`src/sv/isst_pkg.sv`:
```
// Shared constants, codes and control types for the indexed sequence store.
// Used by the interfaces, the controller, the datapath and the top level.
package isst_pkg;

  localparam int CAPACITY = 64;
  localparam int DATA_W   = 32;
  localparam int POS_W    = 7;
  localparam int CMD_W    = 3;
  localparam int ST_W     = 2;
  localparam int CNT_W    = $clog2(CAPACITY + 1);
  localparam int ADDR_W   = $clog2(CAPACITY);
  localparam int CMP_W    = (CNT_W > POS_W) ? CNT_W : POS_W;

  // Command codes
  localparam logic [CMD_W-1:0] CMD_READ     = 3'd0;
  localparam logic [CMD_W-1:0] CMD_ADD_HEAD = 3'd1;
  localparam logic [CMD_W-1:0] CMD_ADD_TAIL = 3'd2;
  localparam logic [CMD_W-1:0] CMD_INSERT   = 3'd3;
  localparam logic [CMD_W-1:0] CMD_DELETE   = 3'd4;

  // Result status codes
  localparam logic [ST_W-1:0] ST_DONE  = 2'd0;
  localparam logic [ST_W-1:0] ST_RANGE = 2'd1;
  localparam logic [ST_W-1:0] ST_FULL  = 2'd2;

  // What the decoded command needs from the sequencer
  typedef enum logic [1:0] {
    K_READ,
    K_PLACE,
    K_REMOVE,
    K_RESULT
  } isst_kind_t;

  // Controller to datapath commands
  typedef struct packed {
    logic load;
    logic start;
    logic rd_pos;
    logic rd_move;
    logic wr_move;
    logic wr_value;
    logic finish;
  } isst_cmd_t;

  // Datapath to controller status
  typedef struct packed {
    isst_kind_t kind;
    logic       more;
    logic       out_busy;
  } isst_sts_t;

endpackage

```
`src/sv/isst_if.sv`:
```
// Valid/ready channel interfaces for command items and result items.
// Depends on isst_pkg for field widths.
interface isst_in_if;
  logic                          valid;
  logic                          ready;
  logic [isst_pkg::CMD_W-1:0]    cmd;
  logic [isst_pkg::POS_W-1:0]    position;
  logic signed [isst_pkg::DATA_W-1:0] item_value;

  modport source (output valid, cmd, position, item_value, input ready);
  modport sink   (input valid, cmd, position, item_value, output ready);
endinterface

interface isst_out_if;
  logic                          valid;
  logic                          ready;
  logic signed [isst_pkg::DATA_W-1:0] read_value;
  logic [isst_pkg::ST_W-1:0]     status;
  logic [isst_pkg::POS_W-1:0]    stored_count;

  modport source (output valid, read_value, status, stored_count, input ready);
  modport sink   (input valid, read_value, status, stored_count, output ready);
endinterface

```
`src/sv/indexed_sequence_store_top.sv`:
```
// Indexed sequence store: an ordered list of signed 32-bit values held in an
// element memory with one write port and one registered read port, edited by
// position. One command item is taken at a time. After decode, a rejected
// command or a spare code goes straight to the result, a read fetches the
// value, and an add, insert or delete sweeps the values that shift, each
// costing a read, a write and a loop check; an add or insert then writes the
// new value. The next command item can be taken in the same cycle as the
// result goes valid. A finished result waits in an output register while
// the next command item is accepted; a result that is still unclaimed when
// the next one finishes holds the block.
// No clearing pass is needed after reset.
// Depends on isst_pkg, isst_if, isst_ctrl and isst_dp.
module indexed_sequence_store_top (
  input  logic              clk,
  input  logic              rst_n,
  isst_in_if.sink           in_ch,
  isst_out_if.source        out_ch
);

  isst_pkg::isst_cmd_t cmd;
  isst_pkg::isst_sts_t sts;

  isst_ctrl u_ctrl (
    .clk      (clk),
    .rst_n    (rst_n),
    .in_valid (in_ch.valid),
    .in_ready (in_ch.ready),
    .sts      (sts),
    .cmd      (cmd)
  );

  isst_dp u_dp (
    .clk              (clk),
    .rst_n            (rst_n),
    .cmd              (cmd),
    .sts              (sts),
    .in_cmd           (in_ch.cmd),
    .in_position      (in_ch.position),
    .in_item_value    (in_ch.item_value),
    .out_valid        (out_ch.valid),
    .out_ready        (out_ch.ready),
    .out_read_value   (out_ch.read_value),
    .out_status       (out_ch.status),
    .out_stored_count (out_ch.stored_count)
  );

  // The block goes busy right after taking an item
  a_busy_after_accept: assert property (@(posedge clk) disable iff (!rst_n)
    (in_ch.valid && in_ch.ready) |=> !in_ch.ready)
    else $error("input still ready after an item was taken");

  // Memory accesses are issued one kind per cycle
  a_one_access: assert property (@(posedge clk) disable iff (!rst_n)
    $onehot0({cmd.rd_pos, cmd.rd_move, cmd.wr_move, cmd.wr_value, cmd.finish}))
    else $error("conflicting memory commands");

  // A result is only pushed when the output register is free
  a_finish_free: assert property (@(posedge clk) disable iff (!rst_n)
    cmd.finish |-> (!out_ch.valid || out_ch.ready))
    else $error("result overwrote a pending item");

endmodule

```
`src/sv/isst_ctrl.sv`:
```
// Sequencer for the indexed sequence store: steps each command through
// decode, the element move sweep and result delivery. Depends on isst_pkg.
module isst_ctrl (
  input  logic                clk,
  input  logic                rst_n,
  input  logic                in_valid,
  output logic                in_ready,
  input  isst_pkg::isst_sts_t sts,
  output isst_pkg::isst_cmd_t cmd
);

  typedef enum logic [2:0] {
    S_IDLE,
    S_DECIDE,
    S_LOOP,
    S_MV_RD,
    S_MV_WR,
    S_PLACE,
    S_RD,
    S_FIN
  } state_t;

  state_t state_r, state_nxt;

  // Next state
  always_comb begin
    state_nxt = state_r;
    case (state_r)
      S_IDLE: begin
        if (in_valid) state_nxt = S_DECIDE;
      end
      S_DECIDE: begin
        case (sts.kind)
          isst_pkg::K_READ:   state_nxt = S_RD;
          isst_pkg::K_PLACE:  state_nxt = S_LOOP;
          isst_pkg::K_REMOVE: state_nxt = S_LOOP;
          default:            state_nxt = S_FIN;
        endcase
      end
      S_LOOP: begin
        if (sts.more) state_nxt = S_MV_RD;
        else if (sts.kind == isst_pkg::K_PLACE) state_nxt = S_PLACE;
        else state_nxt = S_FIN;
      end
      S_MV_RD: state_nxt = S_MV_WR;
      S_MV_WR: state_nxt = S_LOOP;
      S_PLACE: state_nxt = S_FIN;
      S_RD:    state_nxt = S_FIN;
      S_FIN: begin
        if (!sts.out_busy) state_nxt = S_IDLE;
      end
      default: state_nxt = S_IDLE;
    endcase
  end

  // Hold state
  always_ff @(posedge clk) begin
    if (!rst_n) begin
      state_r <= S_IDLE;
    end else begin
      state_r <= state_nxt;
    end
  end

  // Drive datapath commands from the current state
  always_comb begin
    in_ready     = (state_r == S_IDLE);
    cmd          = '0;
    cmd.load     = (state_r == S_IDLE) && in_valid;
    cmd.start    = (state_r == S_DECIDE);
    cmd.rd_pos   = (state_r == S_RD);
    cmd.rd_move  = (state_r == S_MV_RD);
    cmd.wr_move  = (state_r == S_MV_WR);
    cmd.wr_value = (state_r == S_PLACE);
    cmd.finish   = (state_r == S_FIN) && !sts.out_busy;
  end

endmodule

```
`src/sv/isst_dp.sv`:
```
// Datapath for the indexed sequence store: element memory, count, sweep
// index, command decode and the result register. Depends on isst_pkg.
module isst_dp (
  input  logic                               clk,
  input  logic                               rst_n,
  input  isst_pkg::isst_cmd_t                cmd,
  output isst_pkg::isst_sts_t                sts,
  input  logic [isst_pkg::CMD_W-1:0]         in_cmd,
  input  logic [isst_pkg::POS_W-1:0]         in_position,
  input  logic signed [isst_pkg::DATA_W-1:0] in_item_value,
  output logic                               out_valid,
  input  logic                               out_ready,
  output logic signed [isst_pkg::DATA_W-1:0] out_read_value,
  output logic [isst_pkg::ST_W-1:0]          out_status,
  output logic [isst_pkg::POS_W-1:0]         out_stored_count
);

  localparam int CW = isst_pkg::CNT_W;
  localparam int AW = isst_pkg::ADDR_W;
  localparam int MW = isst_pkg::CMP_W;

  logic [isst_pkg::DATA_W-1:0] mem [isst_pkg::CAPACITY];

  logic [isst_pkg::CMD_W-1:0]  cmd_r;
  logic [isst_pkg::POS_W-1:0]  pos_r;
  logic [isst_pkg::DATA_W-1:0] val_r;
  logic [CW-1:0]               count_r, count_nxt;
  logic [CW-1:0]               idx_r;
  logic [CW-1:0]               tgt_r;
  isst_pkg::isst_kind_t        kind_r;
  logic [isst_pkg::ST_W-1:0]   st_r;
  logic [isst_pkg::DATA_W-1:0] rv_r;
  logic [isst_pkg::DATA_W-1:0] rdata_r;
  logic                        out_valid_r;
  logic [isst_pkg::DATA_W-1:0] out_rv_r;
  logic [isst_pkg::ST_W-1:0]   out_st_r;
  logic [isst_pkg::POS_W-1:0]  out_cnt_r;

  // Decode results
  isst_pkg::isst_kind_t        kind_c;
  logic [MW-1:0]               tgt_c;
  logic [isst_pkg::ST_W-1:0]   st_c;
  logic [isst_pkg::DATA_W-1:0] rv_c;
  logic [MW-1:0]               pos_w;
  logic [MW-1:0]               cnt_w;
  logic                        full;
  logic [AW-1:0]               raddr;
  logic [AW-1:0]               waddr;
  logic [isst_pkg::DATA_W-1:0] wdata;
  logic                        wen;
  logic                        ren;
  logic [CW:0]                 idx_inc;

  // Classify the held command against the current count
  always_comb begin
    pos_w  = MW'(pos_r);
    cnt_w  = MW'(count_r);
    full   = (count_r == CW'(isst_pkg::CAPACITY));
    kind_c = isst_pkg::K_RESULT;
    tgt_c  = '0;
    st_c   = isst_pkg::ST_DONE;
    rv_c   = '0;
    case (cmd_r)
      isst_pkg::CMD_READ: begin
        if (pos_w < cnt_w) begin
          kind_c = isst_pkg::K_READ;
          tgt_c  = pos_w;
        end else begin
          rv_c = '1;
          st_c = isst_pkg::ST_RANGE;
        end
      end
      isst_pkg::CMD_ADD_HEAD: begin
        if (full) st_c = isst_pkg::ST_FULL;
        else kind_c = isst_pkg::K_PLACE;
      end
      isst_pkg::CMD_ADD_TAIL: begin
        if (full) begin
          st_c = isst_pkg::ST_FULL;
        end else begin
          kind_c = isst_pkg::K_PLACE;
          tgt_c  = cnt_w;
        end
      end
      isst_pkg::CMD_INSERT: begin
        if (pos_w > cnt_w) begin
          st_c = isst_pkg::ST_RANGE;
        end else if (full) begin
          st_c = isst_pkg::ST_FULL;
        end else begin
          kind_c = isst_pkg::K_PLACE;
          tgt_c  = pos_w;
        end
      end
      isst_pkg::CMD_DELETE: begin
        if (pos_w >= cnt_w) begin
          st_c = isst_pkg::ST_RANGE;
        end else begin
          kind_c = isst_pkg::K_REMOVE;
          tgt_c  = pos_w;
        end
      end
      default: begin
        kind_c = isst_pkg::K_RESULT;
      end
    endcase
  end

  // Memory address and data selection for the sweep
  always_comb begin
    idx_inc = {1'b0, idx_r} + 1'b1;
    if (cmd.rd_pos) raddr = tgt_r[AW-1:0];
    else if (kind_r == isst_pkg::K_PLACE) raddr = AW'(idx_r - 1'b1);
    else raddr = idx_inc[AW-1:0];
    ren   = cmd.rd_pos || cmd.rd_move;
    wen   = cmd.wr_move || cmd.wr_value;
    waddr = cmd.wr_value ? tgt_r[AW-1:0] : idx_r[AW-1:0];
    wdata = cmd.wr_value ? val_r : rdata_r;
  end

  // Report sweep progress and output occupancy; pass the fresh decode
  // through while it is being latched
  always_comb begin
    sts.kind     = cmd.start ? kind_c : kind_r;
    sts.more     = (kind_r == isst_pkg::K_PLACE) ? (idx_r > tgt_r)
                                                 : (idx_inc < {1'b0, count_r});
    sts.out_busy = out_valid_r && !out_ready;
  end

  // Count after the command completes
  always_comb begin
    count_nxt = count_r;
    if (kind_r == isst_pkg::K_PLACE) count_nxt = count_r + 1'b1;
    else if (kind_r == isst_pkg::K_REMOVE) count_nxt = count_r - 1'b1;
  end

  // Element memory: one write and one registered read a cycle
  always_ff @(posedge clk) begin
    if (wen) mem[waddr] <= wdata;
    if (ren) rdata_r <= mem[raddr];
  end

  // Hold command fields, decode and sweep index
  always_ff @(posedge clk) begin
    if (cmd.load) begin
      cmd_r <= in_cmd;
      pos_r <= in_position;
      val_r <= in_item_value;
    end
    if (cmd.start) begin
      kind_r <= kind_c;
      tgt_r  <= tgt_c[CW-1:0];
      st_r   <= st_c;
      rv_r   <= rv_c;
      idx_r  <= (kind_c == isst_pkg::K_PLACE) ? count_r : tgt_c[CW-1:0];
    end else if (cmd.wr_move) begin
      idx_r <= (kind_r == isst_pkg::K_PLACE) ? idx_r - 1'b1 : idx_inc[CW-1:0];
    end
  end

  // Count and output register control
  always_ff @(posedge clk) begin
    if (!rst_n) begin
      count_r     <= '0;
      out_valid_r <= 1'b0;
    end else begin
      if (cmd.finish) begin
        count_r     <= count_nxt;
        out_valid_r <= 1'b1;
      end else if (out_ready) begin
        out_valid_r <= 1'b0;
      end
    end
  end

  // Result payload
  always_ff @(posedge clk) begin
    if (cmd.finish) begin
      out_rv_r  <= (kind_r == isst_pkg::K_READ) ? rdata_r : rv_r;
      out_st_r  <= st_r;
      out_cnt_r <= isst_pkg::POS_W'(count_nxt);
    end
  end

  assign out_valid        = out_valid_r;
  assign out_read_value   = out_rv_r;
  assign out_status       = out_st_r;
  assign out_stored_count = out_cnt_r;

endmodule

```
`src/flat_wrapper.sv`:
```
// flat-port wrapper written by rule: the top's interface ports become plain ports
module indexed_sequence_store_top_flat 
  (clk, rst_n, in_ch_valid, in_ch_cmd, in_ch_position, in_ch_item_value, in_ch_ready, out_ch_valid, out_ch_read_value, out_ch_status, out_ch_stored_count, out_ch_ready);
  isst_in_if in_ch_i ();
  isst_out_if out_ch_i ();
  input  logic clk;
  input  logic rst_n;
  input wire logic [$bits(in_ch_i.valid)-1:0] in_ch_valid;
  input wire logic [$bits(in_ch_i.cmd)-1:0] in_ch_cmd;
  input wire logic [$bits(in_ch_i.position)-1:0] in_ch_position;
  input wire logic [$bits(in_ch_i.item_value)-1:0] in_ch_item_value;
  output wire logic [$bits(in_ch_i.ready)-1:0] in_ch_ready;
  output wire logic [$bits(out_ch_i.valid)-1:0] out_ch_valid;
  output wire logic [$bits(out_ch_i.read_value)-1:0] out_ch_read_value;
  output wire logic [$bits(out_ch_i.status)-1:0] out_ch_status;
  output wire logic [$bits(out_ch_i.stored_count)-1:0] out_ch_stored_count;
  input wire logic [$bits(out_ch_i.ready)-1:0] out_ch_ready;
  assign in_ch_i.valid = in_ch_valid;
  assign in_ch_i.cmd = in_ch_cmd;
  assign in_ch_i.position = in_ch_position;
  assign in_ch_i.item_value = in_ch_item_value;
  assign in_ch_ready = in_ch_i.ready;
  assign out_ch_valid = out_ch_i.valid;
  assign out_ch_read_value = out_ch_i.read_value;
  assign out_ch_status = out_ch_i.status;
  assign out_ch_stored_count = out_ch_i.stored_count;
  assign out_ch_i.ready = out_ch_ready;
  indexed_sequence_store_top u_core (.clk(clk), .rst_n(rst_n), .in_ch(in_ch_i), .out_ch(out_ch_i));
endmodule
```
`config.mk`:
```
export PLATFORM = sky130hd
export DESIGN_NAME = indexed_sequence_store_top_flat
export DESIGN_NICKNAME = d
export VERILOG_FILES = /design/src/sv/isst_pkg.sv /design/src/sv/isst_if.sv /design/src/sv/indexed_sequence_store_top.sv /design/src/sv/isst_ctrl.sv /design/src/sv/isst_dp.sv /design/src/flat_wrapper.sv
export SDC_FILE = /design/constraint.sdc
export NUM_CORES = 2
export LEC_CHECK = 0
export ABC_CLOCK_PERIOD_IN_PS = 8700
export BUFFER_PORTS_ARGS = -buffer_cell sky130_fd_sc_hd__clkbuf_2
export CAP_MARGIN = 0
export CELL_PAD_IN_SITES_DETAIL_PLACEMENT = 1
export CELL_PAD_IN_SITES_GLOBAL_PLACEMENT = 1
export CORE_MARGIN = 2
export CORE_UTILIZATION = 54
export CTS_BUF_LIST = sky130_fd_sc_hd__clkbuf_4
export CTS_CLUSTER_SIZE = 25
export DETAILED_ROUTE_END_ITERATION = 10
export PLACE_DENSITY = 0.78
export SLEW_MARGIN = 20
export SYNTH_ARGS = -nofsm -noshare
export SYNTH_HDL_FRONTEND = slang
export SYNTH_SLANG_ARGS = --single-unit
export TNS_END_PERCENT = 50
```
`constraint.sdc`:
```
create_clock -name clk -period 8.7 [get_ports clk]
set_input_delay 1.74 -clock clk [delete_from_list [all_inputs] [get_ports clk]]
set_output_delay 1.74 -clock clk [all_outputs]
set_load 0.005 [all_outputs]
```
# After elaboration in Yosys (flattened, before gate mapping)
# Memory sizes are Yosys's and may differ from the RTL's. A register that Yosys moved wholly into a read port is not among the register bits.
# Index checks and enable logic that the tools add are counted.
# classes
n_addsub,4
magnitude_cmp,5
eq_ne,19
n_mux,40
n_reduce_logical,17
# op_table
cell,n
$mux 32,3
$mux 7,11
$pmux 7 s4,1
$pmux 3 s7,1
$mux 6,3
$pmux 2 s4,2
$eq 3x3->1 const B,5
$gt 7x7->1,2
$mux 2,7
$sub 7x1->7 const B,2
$eq 3x2->1 const B,4
$mux 3,3
$add 7x1->8 const B,1
$lt 8x7->1,1
$mux 1,8
$add 7x1->7 const B,1
$eq 7x7->1 const B,1
$ge 7x7->1,1
$lt 7x7->1,1
$eq 2x1->1 const B,3
$eq 3x1->1 const B,2
$logic_not 3->1,2
$pmux 3 s2,1
$reduce_or 2->1,3
8 further kinds,16
# totals
regBits,144
mem_bits_rw,2048
input_bits,46
output_inout_bits,43
word_cells,100
memories,1
# memory_table
name,depth,word_bits,rd,rd_ports_with_merged_regs,write_ports,line,rtl
u_core.u_dp.mem,64,32,1,1,1,isst_dp.sv:22,logic [isst_pkg::DATA_W-1:0] mem [isst_pkg::CAPACITY];

# Logic depth before layout (Yosys ltp)
# logic_depth
ltp_word,9
ltp_mapped,15
mapped_depth_nobuf,13

# By module
# A second synthesis with hierarchy kept.
# hier_totals
hier_cells,4726
area_unflattened_um2,86459.2
# by_module_without_submodules
mod,instances,cells_per_inst,area_each_um2,seq_area_each_um2
isst_dp,1,4693,86188.9,65663.0
isst_ctrl,1,33,270.3,60.1

# Worst setup path after synthesis
# No wires, ideal clock.
# synth_timing
path_type,input to register
startpoint,input port in_ch_valid
endpoint,"register u_core.u_dp.cmd_r[0] (netlist name), enable pin"
setup_ns,0.493
arrival_ns,4.672
required_ns,8.207
setup_slack_ns,3.535
cell_stages,2
path_buffers,0
path_cell_list,nand2_1 nor3_1
# synth_lines
element,line,rtl
start: declaration,flat_wrapper.sv:8,input wire logic [$bits(in_ch_i.valid)-1:0] in_ch_valid;
end signal: assignment,isst_dp.sv:146,cmd_r <= in_cmd;
end: declaration,isst_dp.sv:24,logic [isst_pkg::CMD_W-1:0] cmd_r;

# Worst setup path after layout
# layout_timing
startpoint,register u_core.u_ctrl.state_r[1]
endpoint,"register u_core.u_dp.rdata_r[19] (netlist name), read port of u_core.u_dp.mem, data pin"
# layout_via
elab_chain_cells,2
word_cells_on_any_way,4
classes_between,eq/ne: 2; mux: 1; reduce/logical: 1
# layout_rtl
element,line,rtl
start: declaration,isst_ctrl.sv:23,"state_t state_r, state_nxt;"
start signal: assignment,isst_ctrl.sv:61,state_r <= state_nxt;
$eq 3x3->1 / $eq 3x2->1 (equally long branches),"isst_ctrl.sv:71, isst_ctrl.sv:72",
$mux 6 / $logic_or 1x1->1 (equally long branches),"isst_dp.sv:112, isst_dp.sv:115",
end: declaration,isst_dp.sv:33,logic [isst_pkg::DATA_W-1:0] rdata_r;
# Several ways; a longest one is shown, not always the timed one.
# A chain may end at the register's enable or synchronous reset.

==> impl_metrics.tcl <==
set metrics [dict create \
    die-width_um 400 \
    hp-class "flop to flop" \
    drc_errors 0 \
    rows 145 \
    yosysWarnings 0 \
    synthesis.nets 4175 \
    arrival_ps 6700 \
    end_kind "flop" \
    clk_latency_ps 1370 \
    dieArea_mm2 0.160 \
    place_area_mm2 0.0886 \
    ys_ff_latch 2193 \
    synthArstFlopShare 0 \
    rsz0062_at_grt "false" \
    grt_first_pass_wirelength_mm 362 \
    cts_tree "done" \
    period_share 0.629 \
    initial_core_util 0.543 \
    synth_commonest_cells "edfxtp_1 (2180), mux4_2 (443), nand2_1 (238)" \
    initialDrtViolationCount 6804 \
    max_stage_delay_ps 690 \
    numPortBuffers 88 \
    synth_cell_types 72 \
    cp_slowest_cell "and2_4" \
    cts_resized 0 \
    drv_slew 0 \
    htree_levels 6 \
    path_cells "and3b_1 -> a31o_2 -> buf_4 -> and2_4 -> buf_4 -> buf_4 -> nand2_1 -> a21oi_1 -> or4_1 -> and4_1" \
    r2r_setup_slack_ps 3230 \
    fin_area_mm2 0.0952 \
    cp_common_cell "buf_4" \
    powerDensity_mw_per_mm2 389 \
    cts_inserted_buffers 559 \
    gp_congestion 0.875 \
    vias 47500 \
    cp_max_fo 52 \
    ir_drop_mv 0.454 \
    setup_ws_ps 3230 \
    reg2reg_to "u_core.u_dp.rdata_r[19]" \
    fin_nets 4733 \
    wire_per_inst_um 35.8 \
    setup_viol 0 \
    multi_input_area_mm2 0.0186 \
    n_fill_cell 13300 \
    r2r-start "u_core.u_ctrl.state_r[1]" \
    reg2regPathDepth 10 \
    grt_usage 0.320 \
    io_pins 89 \
    clock_path_buffers 4 \
    dp_slack_ps 3400 \
    avgSynthCellArea_um2 20.7 \
    syn2layout_area_growth_pct 12.3 \
    tightest_slew_ps 1280 \
    synth_top_area_frac 0.772 \
    cp-startpoint "u_core.u_ctrl.state_r[1]" \
    seqCellArea_mm2 0.0657 \
    synthTopCellsByArea "edfxtp_1 (77%), mux4_2 (12%), mux2i_1 (1.2%)" \
    min_period_ps 5470 \
    postCtsSetupRepairBufs 0 \
    required_ps 9930 \
    finalHoldViolations 0 \
    drv_cap 0 \
    synth_top_area_cell "edfxtp_1" \
    slew_headroom 0.139 \
    fmax_mhz 183 \
    grt_pass1_vias 50000 \
    finish.utilization 0.610 \
    die_h_um 400 \
    drt_pass1_iterations 6 \
    yosysSeqAreaShare 0.775 \
    grt_max_degree 122 \
    power_mw 37.0 \
    worstHoldPathCells 0 \
    synth_most_common_cell "edfxtp_1" \
    viasPerCell 6.69 \
    status "finished clean" \
    synth-edff-count 2180 \
    root_buffer "clkbuf_4" \
    cts_hold_buf 0 \
    syn_area_mm2 0.0848 \
    antenna_found_initial 39 \
    critPathCapture "u_core.u_dp.rdata_r[19]" \
    startpoint_type "flop" \
    drtAntennaViolNets 0 \
    finalSetupTns_ps 0 \
    clock-skew-final_ps 102 \
    synthFlopType "edfxtp_1" \
    dp_hpwl_mm 143 \
    total_leakage_power_nw 30.7 \
    cts.clk_slew.worst_paths_ps 70 \
    core_area_mm2 0.156 \
    cts.sinks 2193 \
    drive_gt1_frac 0.323 \
    worstSetupPathType "flop to flop" \
    wl_mm 254 \
    synth_cells 4103 \
    grt_remaining_overflow 0 \
]
-- layout by cell type, fill, tap and decap left out, types with 27 or more instances in the layout --
master	instances
a221oi_1	39
buf_4	128
mux2i_1	104
nand2_1	232
a22o_1	37
a21oi_1	111
edfxtp_1	2180
clkinv_1	105
mux2_2	36
nor2_4	69
clkbuf_2	88
clkbuf_4	773
o221ai_1	30
nand3_1	41
and4_1	31
and3_1	38
o21ai_0	27
o211ai_1	32
a22oi_1	96
or4_1	31
mux4_2	443
-- per-layer routing --
layer	wire length, um	vias up	track usage	share of wire
met2	119000	3607	0.491	0.47
li1	-	18500	-	-
met5	258	-	0	0.0010
met3	31000	740	0.0900	0.12
met1	89100	24600	0.415	0.35
met4	14300	20	0.182	0.056
-- how the worst min path moves through the flow --
stage                     slack [ps]                   endpoint                 from
final                            450  u_core.u_dp.out_status[1]  u_core.u_dp.st_r[1]
after global routing             470  u_core.u_dp.out_status[1]  u_core.u_dp.st_r[1]
after CTS                        440  u_core.u_dp.out_status[1]  u_core.u_dp.st_r[1]
after detailed placement         430  u_core.u_dp.out_status[1]  u_core.u_dp.st_r[1]
after global placement           430  u_core.u_dp.out_status[1]  u_core.u_dp.st_r[1]
after floorplan                  400  u_core.u_dp.out_status[0]  u_core.u_dp.st_r[0]
-- final cells by class --
type | count | area share
inverters | 25 | 0.000985
clock inverters | 147 | 0.00809
multi-input cells | 1655 | 0.195
well taps | 2058 | 0.0270
flip-flops and latches | 2193 | 0.690
repair buffers | 227 | 0.0171
clock buffers | 773 | 0.0609
diodes | 26 | 0.000683
-- through the flow --
step / instances / hold WS (ps)
floorplan: 4103 / 400
global placement: 6154 / 426
detailed placement: 6158 / 430
CTS: 7078 / 442
global route: 7084 / 467
finish: 7104 / 447
-- sequential cells by signal (all words and copies together), names as in the netlist --
register                      count
u_core.u_dp.cmd_r                 3
u_core.u_dp.rdata_r              32
u_core.u_dp.cnt_w                 7
u_core.u_dp.out_read_value       32
u_core.u_dp.tgt_r                 7
u_core.u_dp.val_r                32
u_core.u_dp.idx_r                 7
u_core.u_dp.kind_r                2
u_core.u_dp.out_status            2
u_core.u_ctrl.state_r             3
u_core.u_dp.mem                2048
u_core.u_dp.st_r                  2
u_core.u_dp.rv_r                  1
u_core.u_dp.out_valid             1
u_core.u_dp.out_stored_count      7
u_core.u_dp.pos_r                 7
-- logic make-up (layout without fill, tap and decap cells) --
group | Yosys count | after routing | share of synthesized area
adder cells (fa/ha/maj) | 26 | 26 | 0.00383
other | 0 | 26 | 0
XOR/XNOR | 17 | 17 | 0.00176
AO/OA/AOI/OAI | 477 | 477 | 0.0393
multiplexers | 585 | 585 | 0.135
AND/OR/NAND/NOR | 550 | 550 | 0.0318
flip-flops | 2193 | 2193 | 0.775
buffers and inverters | 255 | 1172 | 0.0137
-- report_power, final --
part	total [mW]	internal, mW	switching [mW]
Clock	8.49	4.30	4.19
Sequential	13.4	13.1	0.292
Combinational	15.2	5.10	10.1
Total	37.0	22.5	14.6
-- critical path: cells and delay by family (launching register included) --
kind            cells  cell delay, ps
compound gates      2             810
simple gates        5            1980
buf+inv             3            1780
flops               1             620
Power figures use the tool's default switching activity.
